$ cat src/design/tracker_pattern_command_decoder_macros.svh
// ----------------------------------------------------------------------------
// Tracker pattern command decoder assertion macros
// Concurrent assertion wrappers that vanish in synthesis builds.
// ----------------------------------------------------------------------------
`ifndef TRACKER_PATTERN_COMMAND_DECODER_MACROS_SVH
`define TRACKER_PATTERN_COMMAND_DECODER_MACROS_SVH

`ifndef SYNTHESIS

`define TPCD_ASSERT_SAME(label, clk, rst, ante, cons) \
   label: assert property (@(posedge clk) disable iff (rst) (ante) |-> (cons)) \
      else $error("tpcd assertion failed");

`define TPCD_ASSERT_NEXT(label, clk, rst, ante, cons) \
   label: assert property (@(posedge clk) disable iff (rst) (ante) |=> (cons)) \
      else $error("tpcd assertion failed");

`else

`define TPCD_ASSERT_SAME(label, clk, rst, ante, cons)

`define TPCD_ASSERT_NEXT(label, clk, rst, ante, cons)

`endif

`endif

$ cat src/design/tpcd_pkg.sv
// ----------------------------------------------------------------------------
// Tracker pattern command decoder package
// Command byte codes, event kinds and the structs shared by the modules.
// ----------------------------------------------------------------------------
`default_nettype none

package tpcd_pkg;

   localparam int NUM_CHANNELS_DEF = 3;
   localparam int MASK_W = 3;

   localparam logic [7:0] CMD_NOTE_MAX    = 8'h5f;
   localparam logic [7:0] CMD_SAMPLE_BASE = 8'h60;
   localparam logic [7:0] CMD_SAMPLE_MAX  = 8'h6f;
   localparam logic [7:0] CMD_ORN_BASE    = 8'h70;
   localparam logic [7:0] CMD_ORN_MAX     = 8'h7f;
   localparam logic [7:0] CMD_REST        = 8'h80;
   localparam logic [7:0] CMD_EMPTY       = 8'h81;
   localparam logic [7:0] CMD_ORN0        = 8'h82;
   localparam logic [7:0] CMD_ENV_MAX     = 8'h8e;
   localparam logic [7:0] CMD_PERIOD_BASE = 8'ha1;
   localparam logic [7:0] CMD_END         = 8'hff;

   typedef enum logic {
      OP_LINE_START   = 1'b0,
      OP_PATTERN_BYTE = 1'b1
   } opcode_type;

   typedef enum logic [3:0] {
      KIND_NOTE      = 4'd0,
      KIND_SAMPLE    = 4'd1,
      KIND_ORNAMENT  = 4'd2,
      KIND_REST      = 4'd3,
      KIND_EMPTY     = 4'd4,
      KIND_ORN0      = 4'd5,
      KIND_ENVELOPE  = 4'd6,
      KIND_PERIOD    = 4'd7,
      KIND_END       = 4'd8,
      KIND_LINE_MASK = 4'd9
   } event_kind_type;

   typedef struct packed {
      logic       awaiting;
      logic       first_of_line;
      logic [3:0] env_type;
   } chan_sel_type;

   typedef struct packed {
      logic       line_start;
      logic       write;
      logic [1:0] chan;
      logic       clr_first;
      logic       reload;
      logic       set_await;
      logic       clr_await;
      logic [3:0] env_type;
      logic       set_period;
      logic [7:0] period;
   } chan_update_type;

   typedef struct packed {
      event_kind_type    kind;
      logic [1:0]        channel;
      logic [7:0]        value;
      logic [3:0]        env_type;
      logic [7:0]        env_period;
      logic              line_done;
      logic [MASK_W-1:0] need_mask;
   } result_type;

endpackage

`default_nettype wire

$ cat src/design/tracker_pattern_command_decoder.sv
// ----------------------------------------------------------------------------
// Tracker pattern command decoder
// Decodes line starts and per-channel command bytes of a tracker pattern.
// ----------------------------------------------------------------------------
// The block takes one beat per cycle while req_tready is high: the beat is
// held in an input register, decoded against the state of its channel, and
// the event lands in a result register that holds it until rsp_tready.
// Envelope commands yield no event and only update channel state; bytes for
// channels beyond the configured count yield no event and change nothing.
// While the result register is full and stalled, one more beat is taken into
// the input register before req_tready drops.
`default_nettype none

`include "tracker_pattern_command_decoder_macros.svh"

module tracker_pattern_command_decoder
   import tpcd_pkg::*;
#(
   parameter int NUM_CHANNELS = NUM_CHANNELS_DEF
) (
   input  wire logic        clock,
   input  wire logic        reset,
   input  wire logic        req_tvalid,
   output logic             req_tready,
   // [1:0] channel, [9:2] pattern_byte, [15:10] zero
   input  wire logic [15:0] req_tdata,
   // [0] opcode
   input  wire logic [0:0]  req_tuser,
   output logic             rsp_tvalid,
   input  wire logic        rsp_tready,
   // [1:0] event_channel, [9:2] event_value, [13:10] envelope_type,
   // [21:14] envelope_period, [22] channel_line_done, [25:23] need_mask,
   // [31:26] zero
   output logic [31:0]      rsp_tdata,
   // [3:0] event_kind
   output logic [3:0]       rsp_tuser
);

   logic                    in_valid_ff;
   logic                    in_valid_in;
   opcode_type              in_opcode_ff;
   logic [1:0]              in_chan_ff;
   logic [7:0]              in_cmd_ff;
   logic                    out_valid_ff;
   logic                    out_valid_in;
   result_type              out_result_ff;
   logic                    out_load;
   logic                    advance;
   logic                    req_take;
   logic                    result_valid;
   result_type              result;
   chan_update_type         update;
   chan_sel_type            sel;
   logic [NUM_CHANNELS-1:0] zero_vec;

   assign out_load   = !out_valid_ff || rsp_tready;
   assign advance    = in_valid_ff && out_load;
   assign req_tready = !in_valid_ff || out_load;
   assign req_take   = req_tvalid && req_tready;

   always_comb begin
      in_valid_in = in_valid_ff;
      if (req_take) begin
         in_valid_in = 1'b1;
      end else if (advance) begin
         in_valid_in = 1'b0;
      end
      out_valid_in = out_valid_ff;
      if (out_load) begin
         out_valid_in = advance && result_valid;
      end
   end

   always_ff @(posedge clock) begin
      if (reset) begin
         in_valid_ff  <= 1'b0;
         out_valid_ff <= 1'b0;
      end else begin
         in_valid_ff  <= in_valid_in;
         out_valid_ff <= out_valid_in;
      end
   end

   always_ff @(posedge clock) begin
      if (req_take) begin
         in_opcode_ff <= opcode_type'(req_tuser[0]);
         in_chan_ff   <= req_tdata[1:0];
         in_cmd_ff    <= req_tdata[9:2];
      end
      if (advance && result_valid) begin
         out_result_ff <= result;
      end
   end

   tpcd_channel_bank #(
      .NUM_CHANNELS(NUM_CHANNELS)
   ) u_bank (
      .clock   (clock),
      .reset   (reset),
      .rd_chan (in_chan_ff),
      .update  (update),
      .sel     (sel),
      .zero_vec(zero_vec)
   );

   tpcd_decoder #(
      .NUM_CHANNELS(NUM_CHANNELS)
   ) u_decoder (
      .item_valid  (advance),
      .opcode      (in_opcode_ff),
      .chan        (in_chan_ff),
      .cmd         (in_cmd_ff),
      .sel         (sel),
      .zero_vec    (zero_vec),
      .result_valid(result_valid),
      .result      (result),
      .update      (update)
   );

   assign rsp_tvalid = out_valid_ff;
   assign rsp_tuser  = out_result_ff.kind;
   assign rsp_tdata  = {6'd0, out_result_ff.need_mask, out_result_ff.line_done,
                        out_result_ff.env_period, out_result_ff.env_type,
                        out_result_ff.value, out_result_ff.channel};

   `TPCD_ASSERT_SAME(a_mask_only_on_line, clock, reset, out_valid_ff && (out_result_ff.kind != KIND_LINE_MASK), out_result_ff.need_mask == '0)
   `TPCD_ASSERT_SAME(a_done_on_terminator, clock, reset, out_valid_ff && out_result_ff.line_done, (out_result_ff.kind == KIND_NOTE) || (out_result_ff.kind == KIND_REST) || (out_result_ff.kind == KIND_EMPTY))
   `TPCD_ASSERT_SAME(a_ready_when_empty, clock, reset, !out_valid_ff, req_tready)
   `TPCD_ASSERT_NEXT(a_result_lands, clock, reset, advance && result_valid, out_valid_ff)

endmodule

`default_nettype wire

$ cat src/design/tpcd_channel_bank.sv
// ----------------------------------------------------------------------------
// Tracker pattern command decoder channel bank
// Per-channel period, skip counter and envelope registers with their updates.
// ----------------------------------------------------------------------------
`default_nettype none

module tpcd_channel_bank
   import tpcd_pkg::*;
#(
   parameter int NUM_CHANNELS = NUM_CHANNELS_DEF
) (
   input  wire logic                    clock,
   input  wire logic                    reset,
   input  wire logic [1:0]              rd_chan,
   input  wire chan_update_type         update,
   output chan_sel_type                 sel,
   output logic [NUM_CHANNELS-1:0]      zero_vec
);

   logic [7:0] period_ff  [NUM_CHANNELS];
   logic [7:0] period_in  [NUM_CHANNELS];
   logic [7:0] counter_ff [NUM_CHANNELS];
   logic [7:0] counter_in [NUM_CHANNELS];
   logic       await_ff   [NUM_CHANNELS];
   logic       await_in   [NUM_CHANNELS];
   logic [3:0] type_ff    [NUM_CHANNELS];
   logic [3:0] type_in    [NUM_CHANNELS];
   logic       first_ff   [NUM_CHANNELS];
   logic       first_in   [NUM_CHANNELS];

   always_comb begin
      sel = '0;
      for (int c = 0; c < NUM_CHANNELS; c++) begin
         zero_vec[c] = (counter_ff[c] == 8'd0);
         if (int'(rd_chan) == c) begin
            sel.awaiting      = await_ff[c];
            sel.first_of_line = first_ff[c];
            sel.env_type      = type_ff[c];
         end
      end
   end

   always_comb begin
      for (int c = 0; c < NUM_CHANNELS; c++) begin
         period_in[c]  = period_ff[c];
         counter_in[c] = counter_ff[c];
         await_in[c]   = await_ff[c];
         type_in[c]    = type_ff[c];
         first_in[c]   = first_ff[c];
         if (update.line_start) begin
            if (counter_ff[c] != 8'd0) begin
               counter_in[c] = counter_ff[c] - 8'd1;
               first_in[c]   = 1'b0;
            end else begin
               first_in[c] = 1'b1;
            end
         end else if (update.write && (int'(update.chan) == c)) begin
            if (update.clr_first) begin
               first_in[c] = 1'b0;
            end
            if (update.reload) begin
               counter_in[c] = period_ff[c];
            end
            if (update.clr_await) begin
               await_in[c] = 1'b0;
            end
            if (update.set_await) begin
               await_in[c] = 1'b1;
               type_in[c]  = update.env_type;
            end
            if (update.set_period) begin
               period_in[c] = update.period;
            end
         end
      end
   end

   always_ff @(posedge clock) begin
      for (int c = 0; c < NUM_CHANNELS; c++) begin
         if (reset) begin
            period_ff[c]  <= 8'd0;
            counter_ff[c] <= 8'd0;
            await_ff[c]   <= 1'b0;
            type_ff[c]    <= 4'd0;
            first_ff[c]   <= 1'b1;
         end else begin
            period_ff[c]  <= period_in[c];
            counter_ff[c] <= counter_in[c];
            await_ff[c]   <= await_in[c];
            type_ff[c]    <= type_in[c];
            first_ff[c]   <= first_in[c];
         end
      end
   end

endmodule

`default_nettype wire

$ cat src/design/tpcd_decoder.sv
// ----------------------------------------------------------------------------
// Tracker pattern command decoder command split
// Turns one item and its channel's state into a result and a state update.
// ----------------------------------------------------------------------------
`default_nettype none

module tpcd_decoder
   import tpcd_pkg::*;
#(
   parameter int NUM_CHANNELS = NUM_CHANNELS_DEF
) (
   input  wire logic                    item_valid,
   input  wire opcode_type              opcode,
   input  wire logic [1:0]              chan,
   input  wire logic [7:0]              cmd,
   input  wire chan_sel_type            sel,
   input  wire logic [NUM_CHANNELS-1:0] zero_vec,
   output logic                         result_valid,
   output result_type                   result,
   output chan_update_type              update
);

   localparam int MASK_N = (NUM_CHANNELS < MASK_W) ? NUM_CHANNELS : MASK_W;

   logic              chan_ok;
   logic [MASK_W-1:0] mask;

   always_comb begin
      mask = '0;
      for (int c = 0; c < MASK_N; c++) begin
         mask[c] = zero_vec[c];
      end
   end

   assign chan_ok = (int'(chan) < NUM_CHANNELS);

   always_comb begin
      result_valid = 1'b0;
      result       = '0;
      result.kind  = KIND_NOTE;
      result.channel = chan;
      update       = '0;
      update.chan  = chan;
      if (item_valid) begin
         if (opcode == OP_LINE_START) begin
            result_valid      = 1'b1;
            result.kind       = KIND_LINE_MASK;
            result.channel    = '0;
            result.need_mask  = mask;
            update.line_start = 1'b1;
         end else if (chan_ok) begin
            if (sel.awaiting) begin
               result_valid      = 1'b1;
               result.kind       = KIND_ENVELOPE;
               result.env_type   = sel.env_type;
               result.env_period = cmd;
               update.write      = 1'b1;
               update.clr_await  = 1'b1;
               update.clr_first  = 1'b1;
            end else if ((chan == '0) && sel.first_of_line && (cmd == CMD_END)) begin
               result_valid = 1'b1;
               result.kind  = KIND_END;
            end else begin
               result_valid     = 1'b1;
               update.write     = 1'b1;
               update.clr_first = 1'b1;
               if (cmd inside {[8'h00:CMD_NOTE_MAX]}) begin
                  result.kind      = KIND_NOTE;
                  result.value     = cmd;
                  result.line_done = 1'b1;
                  update.reload    = 1'b1;
               end else if (cmd inside {[CMD_SAMPLE_BASE:CMD_SAMPLE_MAX]}) begin
                  result.kind  = KIND_SAMPLE;
                  result.value = cmd - CMD_SAMPLE_BASE;
               end else if (cmd inside {[CMD_ORN_BASE:CMD_ORN_MAX]}) begin
                  result.kind  = KIND_ORNAMENT;
                  result.value = cmd - CMD_ORN_BASE;
               end else if (cmd == CMD_REST) begin
                  result.kind      = KIND_REST;
                  result.line_done = 1'b1;
                  update.reload    = 1'b1;
               end else if (cmd == CMD_EMPTY) begin
                  result.kind      = KIND_EMPTY;
                  result.line_done = 1'b1;
                  update.reload    = 1'b1;
               end else if (cmd == CMD_ORN0) begin
                  result.kind = KIND_ORN0;
               end else if (cmd inside {[CMD_ORN0:CMD_ENV_MAX]}) begin
                  result_valid     = 1'b0;
                  update.set_await = 1'b1;
                  update.env_type  = cmd[3:0];
               end else begin
                  result.kind       = KIND_PERIOD;
                  result.value      = cmd - CMD_PERIOD_BASE;
                  update.set_period = 1'b1;
                  update.period     = cmd - CMD_PERIOD_BASE;
               end
            end
         end
      end
   end

endmodule

`default_nettype wire
$ cat config.mk
export PLATFORM = sky130hd
export DESIGN_NAME = tracker_pattern_command_decoder
export DESIGN_NICKNAME = d
export VERILOG_FILES = /design/src/design/tpcd_pkg.sv /design/src/design/tracker_pattern_command_decoder.sv /design/src/design/tpcd_channel_bank.sv /design/src/design/tpcd_decoder.sv
export VERILOG_INCLUDE_DIRS = /design/src /design/src/design
export SDC_FILE = /design/constraint.sdc
export NUM_CORES = 1
export LEC_CHECK = 0
export BUFFER_PORTS_ARGS = -buffer_cell sky130_fd_sc_hd__buf_2
export CORE_MARGIN = 2
export CORE_UTILIZATION = 55
export DETAILED_ROUTE_END_ITERATION = 7
export PLACE_DENSITY = 0.75
export SETUP_SLACK_MARGIN = 0.15
export SLEW_MARGIN = 20
export SYNTH_ARGS = -nofsm -noshare
export SYNTH_HDL_FRONTEND = slang
export SYNTH_SLANG_ARGS = --single-unit
$ cat constraint.sdc
create_clock -name clock -period 4.1 [get_ports clock]
set_input_delay 0.615 -clock clock [delete_from_list [all_inputs] [get_ports clock]]
set_output_delay 0.615 -clock clock [all_outputs]
set_load 0.02 [all_outputs]
## Word level (Yosys, flattened, before mapping)

Memory sizes are Yosys's and may differ from the RTL's.
Cells that the tools add are included.

- Register bits after elaboration: 43
- RAM bits: 66
- Input bits: 21
- Output and inout port bits: 38
- Memories kept: 5

Memory list:

| name | depth | width | read ports | clocked after memory_dff | write ports | line | source |
|---|---|---|---|---|---|---|---|
| u_bank.counter_ff | 3 | 8 | 3 | 0 | 3 | tpcd_channel_bank.sv:22 | `logic [7:0] counter_ff [NUM_CHANNELS];` |
| u_bank.period_ff | 3 | 8 | 3 | 0 | 3 | tpcd_channel_bank.sv:20 | `logic [7:0] period_ff [NUM_CHANNELS];` |
| u_bank.type_ff | 3 | 4 | 3 | 0 | 3 | tpcd_channel_bank.sv:26 | `logic [3:0] type_ff [NUM_CHANNELS];` |
| u_bank.await_ff | 3 | 1 | 3 | 0 | 3 | tpcd_channel_bank.sv:24 | `logic await_ff [NUM_CHANNELS];` |
| u_bank.first_ff | 3 | 1 | 3 | 0 | 3 | tpcd_channel_bank.sv:28 | `logic first_ff [NUM_CHANNELS];` |

- $add $sub $neg: 6
- Magnitude comparators: 9
- Eq/ne operators: 6
- Mux-type cells: 153
- Bitwise gates (word level): 18
- Reductions and logical operators: 29

Operators with widths:

| cell | count |
|---|---|
| 8-bit 2-to-1 mux | 36 |
| 13-bit 2-to-1 mux | 8 |
| 4-bit 2-to-1 mux | 23 |
| 1-bit 2-to-1 mux | 67 |
| 17-bit 2-to-1 mux | 3 |
| 21-bit 2-to-1 mux | 2 |
| 8-bit == test (second input constant) | 4 |
| 26-bit 2-to-1 mux | 1 |
| 8-bit by 7-bit <= comparator with 1-bit output (second input constant) | 3 |
| 8-bit logical NOT | 3 |
| 8-bit nonzero test | 3 |
| 8-bit by 1-bit subtractor with 8-bit output (second input constant) | 3 |
| 6-bit 2-to-1 mux | 3 |
| 8-bit by 7-bit >= comparator with 1-bit output (second input constant) | 2 |
| 8-bit by 7-bit subtractor with 8-bit output (second input constant) | 2 |
| 1-bit OR | 15 |
| 1-bit logical AND | 12 |
| 12-bit 2-to-1 mux | 1 |
| 2-bit 2-to-1 mux | 5 |
| 3-bit 2-to-1 mux | 3 |
| 9-bit 2-to-1 mux | 1 |
| 8-bit by 1-bit >= comparator with 1-bit output (second input constant) | 1 |
| 8-bit >= comparator (second input constant) | 1 |
| 8-bit <= comparator (second input constant) | 1 |
| 12 further kinds | 18 |

## Depth between registers and ports, before layout

Gate-level depths: netlist (run 1).

- Depth in word-level cells: 19
- Gate-level depth with buffers: 11
- Mapped depth without buffers: 8

## Cells and area by module

From an unflattened synthesis (run 1), not the netlist that was laid out.

- Cell total of the unflattened synthesis: 667
- Area, all modules: 5935.7 um^2

Modules (own cells, without submodules):

| module | instances | cells an instance | area an instance (um^2) |
|---|---|---|---|
| tpcd_channel_bank | 1 | 431 | 3379.5 |
| tracker_pattern_command_decoder | 1 | 59 | 1382.6 |
| tpcd_decoder | 1 | 177 | 1173.6 |

## Worst setup path after synthesis (run 1)

Ideal clock, no wire load.

- Kind: reg2reg
- From: register in_cmd_ff[5]
- To: register out_result_ff, in the netlist rsp_tdata[0] (enable)
- Setup time: 0.465 ns
- Arrival: 2.664 ns
- Path slack: 0.971 ns
- Cell stages (with the launch flop): 9
- Buffers on the path: 1
- Cell sequence: edfxtp_1 -> clkbuf_1 -> inv_1 -> ha_1 -> and4bb_2 -> nand2b_1 -> a221o_1 -> o41ai_1 -> nand2_1

- Word-level cells in the longest chain between the ends: 15
- Elaborated cells between the ends (all ways): 30

RTL lines:

| item | line | source |
|---|---|---|
| start: declaration | tracker_pattern_command_decoder.sv:43 | `logic [7:0] in_cmd_ff;` |
| start signal: assignment | tracker_pattern_command_decoder.sv:88 | `in_cmd_ff <= req_tdata[9:2];` |
| 8-bit >= comparator or 8-bit <= comparator (tied branches) | tpcd_decoder.sv:88 | `end else if (cmd inside {[CMD_ORN0:CMD_ENV_MAX]}) begin` |
| 1-bit logical AND | tpcd_decoder.sv:88 |  |
| 1-bit 2-to-1 mux | tpcd_decoder.sv:88 |  |
| 1-bit 2-to-1 mux | tpcd_decoder.sv:86 | `end else if (cmd == CMD_ORN0) begin` |
| 1-bit 2-to-1 mux | tpcd_decoder.sv:82 | `end else if (cmd == CMD_EMPTY) begin` |
| 1-bit 2-to-1 mux | tpcd_decoder.sv:78 | `end else if (cmd == CMD_REST) begin` |
| 1-bit 2-to-1 mux | tpcd_decoder.sv:75 | `end else if (cmd inside {[CMD_ORN_BASE:CMD_ORN_MAX]}) begin` |
| 1-bit 2-to-1 mux | tpcd_decoder.sv:72 | `end else if (cmd inside {[CMD_SAMPLE_BASE:CMD_SAMPLE_MAX]}) begin` |
| 1-bit 2-to-1 mux | tpcd_decoder.sv:67 | `if (cmd inside {[8'h00:CMD_NOTE_MAX]}) begin` |
| 1-bit 2-to-1 mux (*) | tpcd_decoder.sv:60 | `end else if ((chan == '0) && sel.first_of_line && (cmd == CMD_END)) begin` |
| 1-bit 2-to-1 mux (*) | tpcd_decoder.sv:52 | `if (sel.awaiting) begin` |
| 1-bit 2-to-1 mux (*) | tpcd_decoder.sv:51 | `end else if (chan_ok) begin` |
| 1-bit 2-to-1 mux (*) | tpcd_decoder.sv:45 | `if (opcode == OP_LINE_START) begin` |
| 1-bit 2-to-1 mux (*) | tpcd_decoder.sv:44 | `if (item_valid) begin` |
| 1-bit logical AND (*) | tracker_pattern_command_decoder.sv:90 | `if (advance && result_valid) begin` |
| end signal: assignment | tracker_pattern_command_decoder.sv:91 | `out_result_ff <= result;` |
| end: declaration | tracker_pattern_command_decoder.sv:46 | `result_type out_result_ff;` |

Every way passes the cells marked *; elsewhere a longest branch is shown, timed or not.
A chain may end at the register's enable or synchronous reset.

==> results of run 1 <==
sequential cells by signal, summed over array words and instances, names as in the netlist, 2 cells and up:
name,cells
u_bank.await_ff,3
rsp_tuser,4
u_bank.period_ff,24
rsp_tdata,26
in_cmd_ff,8
u_bank.counter_ff,24
in_chan_ff,2
u_bank.type_ff,12
cell families after synthesis:
group	count (synthesis)	synth area share
other	1	0.000676
XOR/XNOR	6	0.00948
flip-flops	107	0.460
AND/OR/NAND/NOR	240	0.225
buffers and inverters	63	0.0564
AO/OA/AOI/OAI	133	0.164
adder cells (fa/ha/maj)	19	0.0429
multiplexers	23	0.0415
metrics by stage:
step | setup WS [ns] | util | total power, mW | cell area (um^2) | hold WS (ns)
finish | 0.704 | 0.612 | 2.06 | 5980 | 0.397
detailed placement | 0.770 | 0.592 | 1.45 | 5790 | 0.473
floorplan | 0.971 | - | 1.37 | 5560 | 0.443
CTS | 0.758 | 0.612 | 2.08 | 5980 | 0.385
global placement | 0.818 | 0.592 | 1.45 | 5790 | 0.456
global route | 0.569 | 0.612 | 2.15 | 5980 | 0.384
worst paths after layout:
kind	endpoint	startpoint	slack [ns]	cells past startpoint
worst max register to register	u_bank.type_ff[2][1]	in_cmd_ff[0]	0.70	7
worst max-delay path	u_bank.type_ff[2][1]	in_cmd_ff[0]	0.70	7
worst min-delay path	in_cmd_ff[4]	req_tdata[6]	0.40	1
worst min register to register	u_bank.period_ff[2][3]	u_bank.period_ff[2][3]	0.49	2
final cells by class:
type	count	area, um^2
Clock inverter	7	65.1
Fill cell	846	3790
Inverter	19	71.3
Clock buffer	9	124
Sequential cell	107	2550
Multi-Input combinational cell	427	2700
Tap cell	133	166
Timing Repair Buffer	55	298
per-layer routing:
| layer | up-vias | wire length [um] | share of wire |
|---|---|---|---|
| met5 | - | 0 | 0 |
| met4 | 0 | 250 | 0.019 |
| met3 | 25 | 920 | 0.069 |
| met2 | 182 | 6040 | 0.45 |
| met1 | 2150 | 6130 | 0.46 |
| li1 | 2219 | - | - |
report_power, final:
| part | switching (mW) | internal (mW) | leakage [nW] |
|---|---|---|---|
| clock network | 0.394 | 0.238 | 0.0999 |
| logic | 0.173 | 0.0826 | 1.18 |
| registers | 0.0353 | 1.14 | 0.918 |
| total | 0.602 | 1.46 | 2.20 |
cells in the final DEF (no fill, tap or decap), types with 12 or more instances in the layout:
| cell | netlist | routed |
|---|---|---|
| a211oi_1 | 12 | 12 |
| a21oi_1 | 29 | 29 |
| a31oi_1 | 12 | 12 |
| buf_2 | 6 | 46 |
| dfxtp_1 | 66 | 66 |
| edfxtp_1 | 41 | 41 |
| ha_1 | 19 | 19 |
| inv_1 | 19 | 19 |
| mux2i_1 | 23 | 23 |
| nand2_1 | 50 | 50 |
| nand2b_1 | 14 | 14 |
| nand3_1 | 25 | 25 |
| nor2_1 | 66 | 66 |
| nor3_1 | 20 | 20 |
| o21ai_0 | 27 | 27 |
==> flow_metrics.py, run 1 <==
metrics = {
    "power_and_ir_drop": {
        "power_leakage_nw": 2.20,
        "peakVddDrop_uv": 260,
        "p_per_area_nw_per_um2": 345,
    },
    "synth": {
        "ys.warnings.count": 0,
        "ys_dominant_reg_cell": "dfxtp_1",
        "synth_async_sr_flop_share": 0,
        "synth_edf_count": 41,
        "ys_ff_latch": 107,
        "seq_area_frac_synth": 0.460,
        "syn_avg_cell_area_um2": 9.36,
        "synth_top_area_share": 0.238,
        "netlist_instances": 592,
        "ys_top_cells_by_count": "66 x dfxtp_1, 66 x nor2_1, 50 x nand2_1",
        "synth_cell_types": 68,
        "yosysTopAreaCell": "dfxtp_1",
        "netlist_area_um2": 5540,
        "yosys-top-cells-area": "dfxtp_1 24%, edfxtp_1 22%, nor2_1 4.5%",
    },
    "finish": {
        "nets": 659,
        "area_delta_synth_final_pct": 7.85,
        "n_antenna_cell": 0,
        "instances_no_fill": 757,
        "drive_above_1_share": 0.138,
    },
    "grt": {
        "use_met1": 0.348,
        "grt_usage": 0.252,
        "antenna_found_initial": 0,
        "grt_pass1_wl_um": 22100,
        "grt_busiest_layer": "met2",
        "grt_pass1_vias": 4454,
        "grt_max_degree": 53,
        "grt-ovfl-total": 0,
        "met3_usage": 0.0482,
        "use_met2": 0.394,
    },
    "placed_design": {
        "io_buffers": 46,
        "numPlacedInstances": 741,
        "gp_congestion": 0.906,
        "hpwl_um": 9280,
    },
    "routing": {
        "wirelength_um": 13300,
        "routedWlPerCell_um": 17.6,
        "antenna_left": 0,
        "drc": 0,
        "firstDrtPassIters": 4,
        "drt_iter0_drc": 334,
        "vias": 4576,
        "detail_route.vias_per_cell": 6.04,
    },
    "clocking": {
        "clk_latency_ns": 0.39,
        "cts_setup_buffers": 0,
        "root_buffer": "clkbuf_8",
        "htreeDepth": 3,
        "clock_path_buffers": 2,
        "cts_resized": 0,
        "cts.sinks": 107,
        "cts_tree": "yes",
        "clk_pin_slew_worst_paths_ns": 0.11,
        "cts_made_buffers": 9,
        "cts_hold_buf": 0,
    },
    "worst_setup_path": {
        "crit_family": "simple AND/OR/NAND/NOR gates",
        "critPathLaunchType": "flip-flop",
        "worstPathCellList": "inv_1 > ha_1 > o311a_1 > or4_4 > nor3_2 > mux2i_1 > nor2_1",
        "critPathBufInv": 1,
        "crit_type": "flip-flop to flip-flop",
        "path_max_fanout": 12,
        "crit_slowest_cell": "edfxtp_1",
        "cpPeakStageDelay_ns": 0.73,
        "cp-end-kind": "flip-flop",
        "cp.arrival_ns": 3.67,
        "cp_data_required_time_ns": 4.38,
    },
    "floorplanning": {
        "die-area_um2": 10900,
        "die_w_um": 104,
        "die_y_um": 104,
        "core_area_um2": 9770,
        "rows": 36,
        "pin_count": 59,
        "start_util": 0.567,
    },
    "sta": {
        "fin_crit_ns": 3.40,
        "worst_slew_pin_slew_ns": 0.874,
        "tns_ns": 0,
        "setup_viol": 0,
        "rsz0062_at_grt": "no",
        "slew_viol_final": 0,
        "skew_ns": 0.0112,
        "finalHoldViolCount": 0,
        "fmax_mhz": 294,
        "relSlewSlack": 0.417,
        "post-route-period-util": 0.828,
    },
    "min_path": {
        "hold_path.class": "input pin to flip-flop",
    },
    "flow_run": {
        "cap_violations": 0,
    },
    "outcome": {
        "status": "finished, final reports clean",
    },
}
(Power assumes the default switching activity.)
==> inputs of run 2 (changes only) <==
- clock period: 4.1 -> 3.5 ns (I/O delays scaled with it)
==> flow_metrics.py, run 2 (synthesized netlist as in run 1, its figures left out) <==
metrics = {
    "outcome": {
        "status": "finished, final reports clean",
    },
    "power_and_ir_drop": {
        "p_comb_frac": 0.133,
        "power_leakage_nw": 2.28,
        "peakVddDrop_uv": 332,
        "power_frac_clock": 0.301,
        "power.internal_mw": 1.72,
        "switching_share": 0.287,
        "seqPwrFrac": 0.565,
        "p_per_area_nw_per_um2": 396,
        "p_sw_mw": 0.693,
    },
    "clocking": {
        "cts_resized": 0,
        "cts_hold_buf": 0,
        "cts.sinks": 107,
        "clock_path_buffers": 2,
        "cts_setup_buffers": 0,
        "cts_tree": "yes",
        "htreeDepth": 3,
        "clk_pin_slew_worst_paths_ns": 0.10,
        "cts_made_buffers": 9,
        "root_buffer": "clkbuf_8",
        "clk_latency_ns": 0.38,
    },
    "sta": {
        "setup_viol": 0,
        "fmax_mhz": 343,
        "slew_viol_final": 0,
        "finalHoldViolCount": 0,
        "fin_crit_ns": 2.91,
        "worst_slew_pin_slew_ns": 0.700,
        "post-route-period-util": 0.832,
        "relSlewSlack": 0.529,
        "tns_ns": 0,
        "rsz0062_at_grt": "no",
        "setup_ws_ns": 0.587,
        "skew_ns": 0.0160,
    },
    "grt": {
        "grt-ovfl-total": 0,
        "grt_pass1_vias": 4310,
        "grt_max_degree": 38,
        "antenna_found_initial": 0,
        "grt_usage": 0.248,
        "grt_pass1_wl_um": 21700,
    },
    "finish": {
        "drive_above_1_share": 0.159,
        "area_delta_synth_final_pct": 10.2,
        "largest_register_ffs": 26,
        "nets": 675,
        "n_antenna_cell": 0,
        "final_cell_mix": "66 x nor2_1, 66 x dfxtp_1, 50 x nand2_1",
    },
    "routing": {
        "drc": 0,
        "firstDrtPassIters": 5,
        "routedWlPerCell_um": 16.9,
        "vias": 4567,
        "antenna_left": 0,
        "drt_iter0_drc": 320,
        "detail_route.vias_per_cell": 5.91,
        "wirelength_um": 13100,
    },
    "worst_setup_path": {
        "crit_slowest_cell": "o41ai_1",
        "path_max_fanout": 29,
        "critPathLaunchType": "flip-flop",
        "cp_data_required_time_ns": 3.63,
        "crit_type": "flip-flop to flip-flop",
        "worstPathCellList": "inv_1 > ha_1 > and3b_1 > nand3_1 > a221o_1 > o41ai_1 > nand2_1 > buf_12",
        "cpPeakStageDelay_ns": 0.55,
        "cp-end-kind": "flip-flop",
        "critPathBufInv": 2,
        "crit_family": "compound AO/OA/AOI/OAI gates",
        "cp.arrival_ns": 3.04,
    },
    "flow_run": {
        "cap_violations": 0,
    },
    "placed_design": {
        "gp_congestion": 0.952,
        "io_buffers": 46,
        "place_ws_ns": 0.653,
        "hpwl_um": 9340,
    },
    "floorplanning": {
        "die_y_um": 104,
        "pin_count": 59,
        "rows": 36,
        "die-area_um2": 10900,
        "start_util": 0.567,
        "die_w_um": 104,
        "core_area_um2": 9770,
    },
    "min_path": {
        "hold_path.class": "input pin to flip-flop",
    },
}
-- run 2: changes by cell type in the layout (fill, tap and decap cells not counted) --
cell / delta
buf_12: +1
buf_4: +15
clkbuf_2: +1
clkinv_2: -1
clkinv_4: +1
inv_4: +1
inv_6: -1
inv_8: -1
-- run 2: power by group through the flow --
stage	Clock [mW]	Sequential (mW)	Combinational [mW]
3_5_place_dp	0	1.39	0.317
5_1_grt	0.782	1.37	0.352
4_1_cts	0.739	1.36	0.319
2_1_floorplan	0	1.42	0.190
6_report	0.728	1.37	0.322
3_3_place_gp	0	1.39	0.314
-- run 2: metrics by stage --
| step | cells | util | hold WS, ns | power (mW) | area (um^2) |
|---|---|---|---|---|---|
| 6_report | 773 | 0.625 | 0.314 | 2.42 | 6110 |
| 3_5_place_dp | 757 | 0.606 | 0.471 | 1.71 | 5920 |
| 4_1_cts | 773 | 0.625 | 0.300 | 2.42 | 6110 |
| 5_1_grt | 773 | 0.625 | 0.293 | 2.50 | 6110 |
| 2_1_floorplan | 597 | - | 0.443 | 1.61 | 5560 |
| 3_3_place_gp | 757 | 0.606 | 0.456 | 1.71 | 5920 |
-- run 2: path summary, 6_finish.rpt --
kind | start | to | slack [ns] | cells past startpoint
max reg2reg | in_cmd_ff[4] | rsp_tdata[21] | 0.59 | 8
min | req_tdata[2] | in_cmd_ff[0] | 0.31 | 1
max | in_cmd_ff[4] | rsp_tdata[21] | 0.59 | 8
min reg2reg | u_bank.counter_ff[0][6] | u_bank.counter_ff[0][6] | 0.49 | 2
-- run 2: worst reg2reg max path: cells and delay by family (launching register included) --
kind,cells,cell delay (ns)
AOI/OAI and AO/OA,2,0.94
adders and majority gates,1,0.23
buffers and inverters,2,0.45
DFF,1,0.41
and+or+nand+nor,3,0.62
-- run 2: area by class of cell --
type,instances,area (um^2)
clock inverter,6,55.1
clock buffer,10,129
fill,845,3670
multi-input combinational,427,2700
inverter,19,71.3
sequential,107,2550
timing repair buffer,71,430
tap,133,166
-- run 2: layer usage --
metal,GRT usage,share of wire,routed length [um],up-vias
met5,0,0,0,-
met4,0.0820,0.020,261,0
met3,0.0526,0.066,862,21
met2,0.390,0.45,5860,166
met1,0.342,0.47,6080,2133
li1,-,-,-,2247
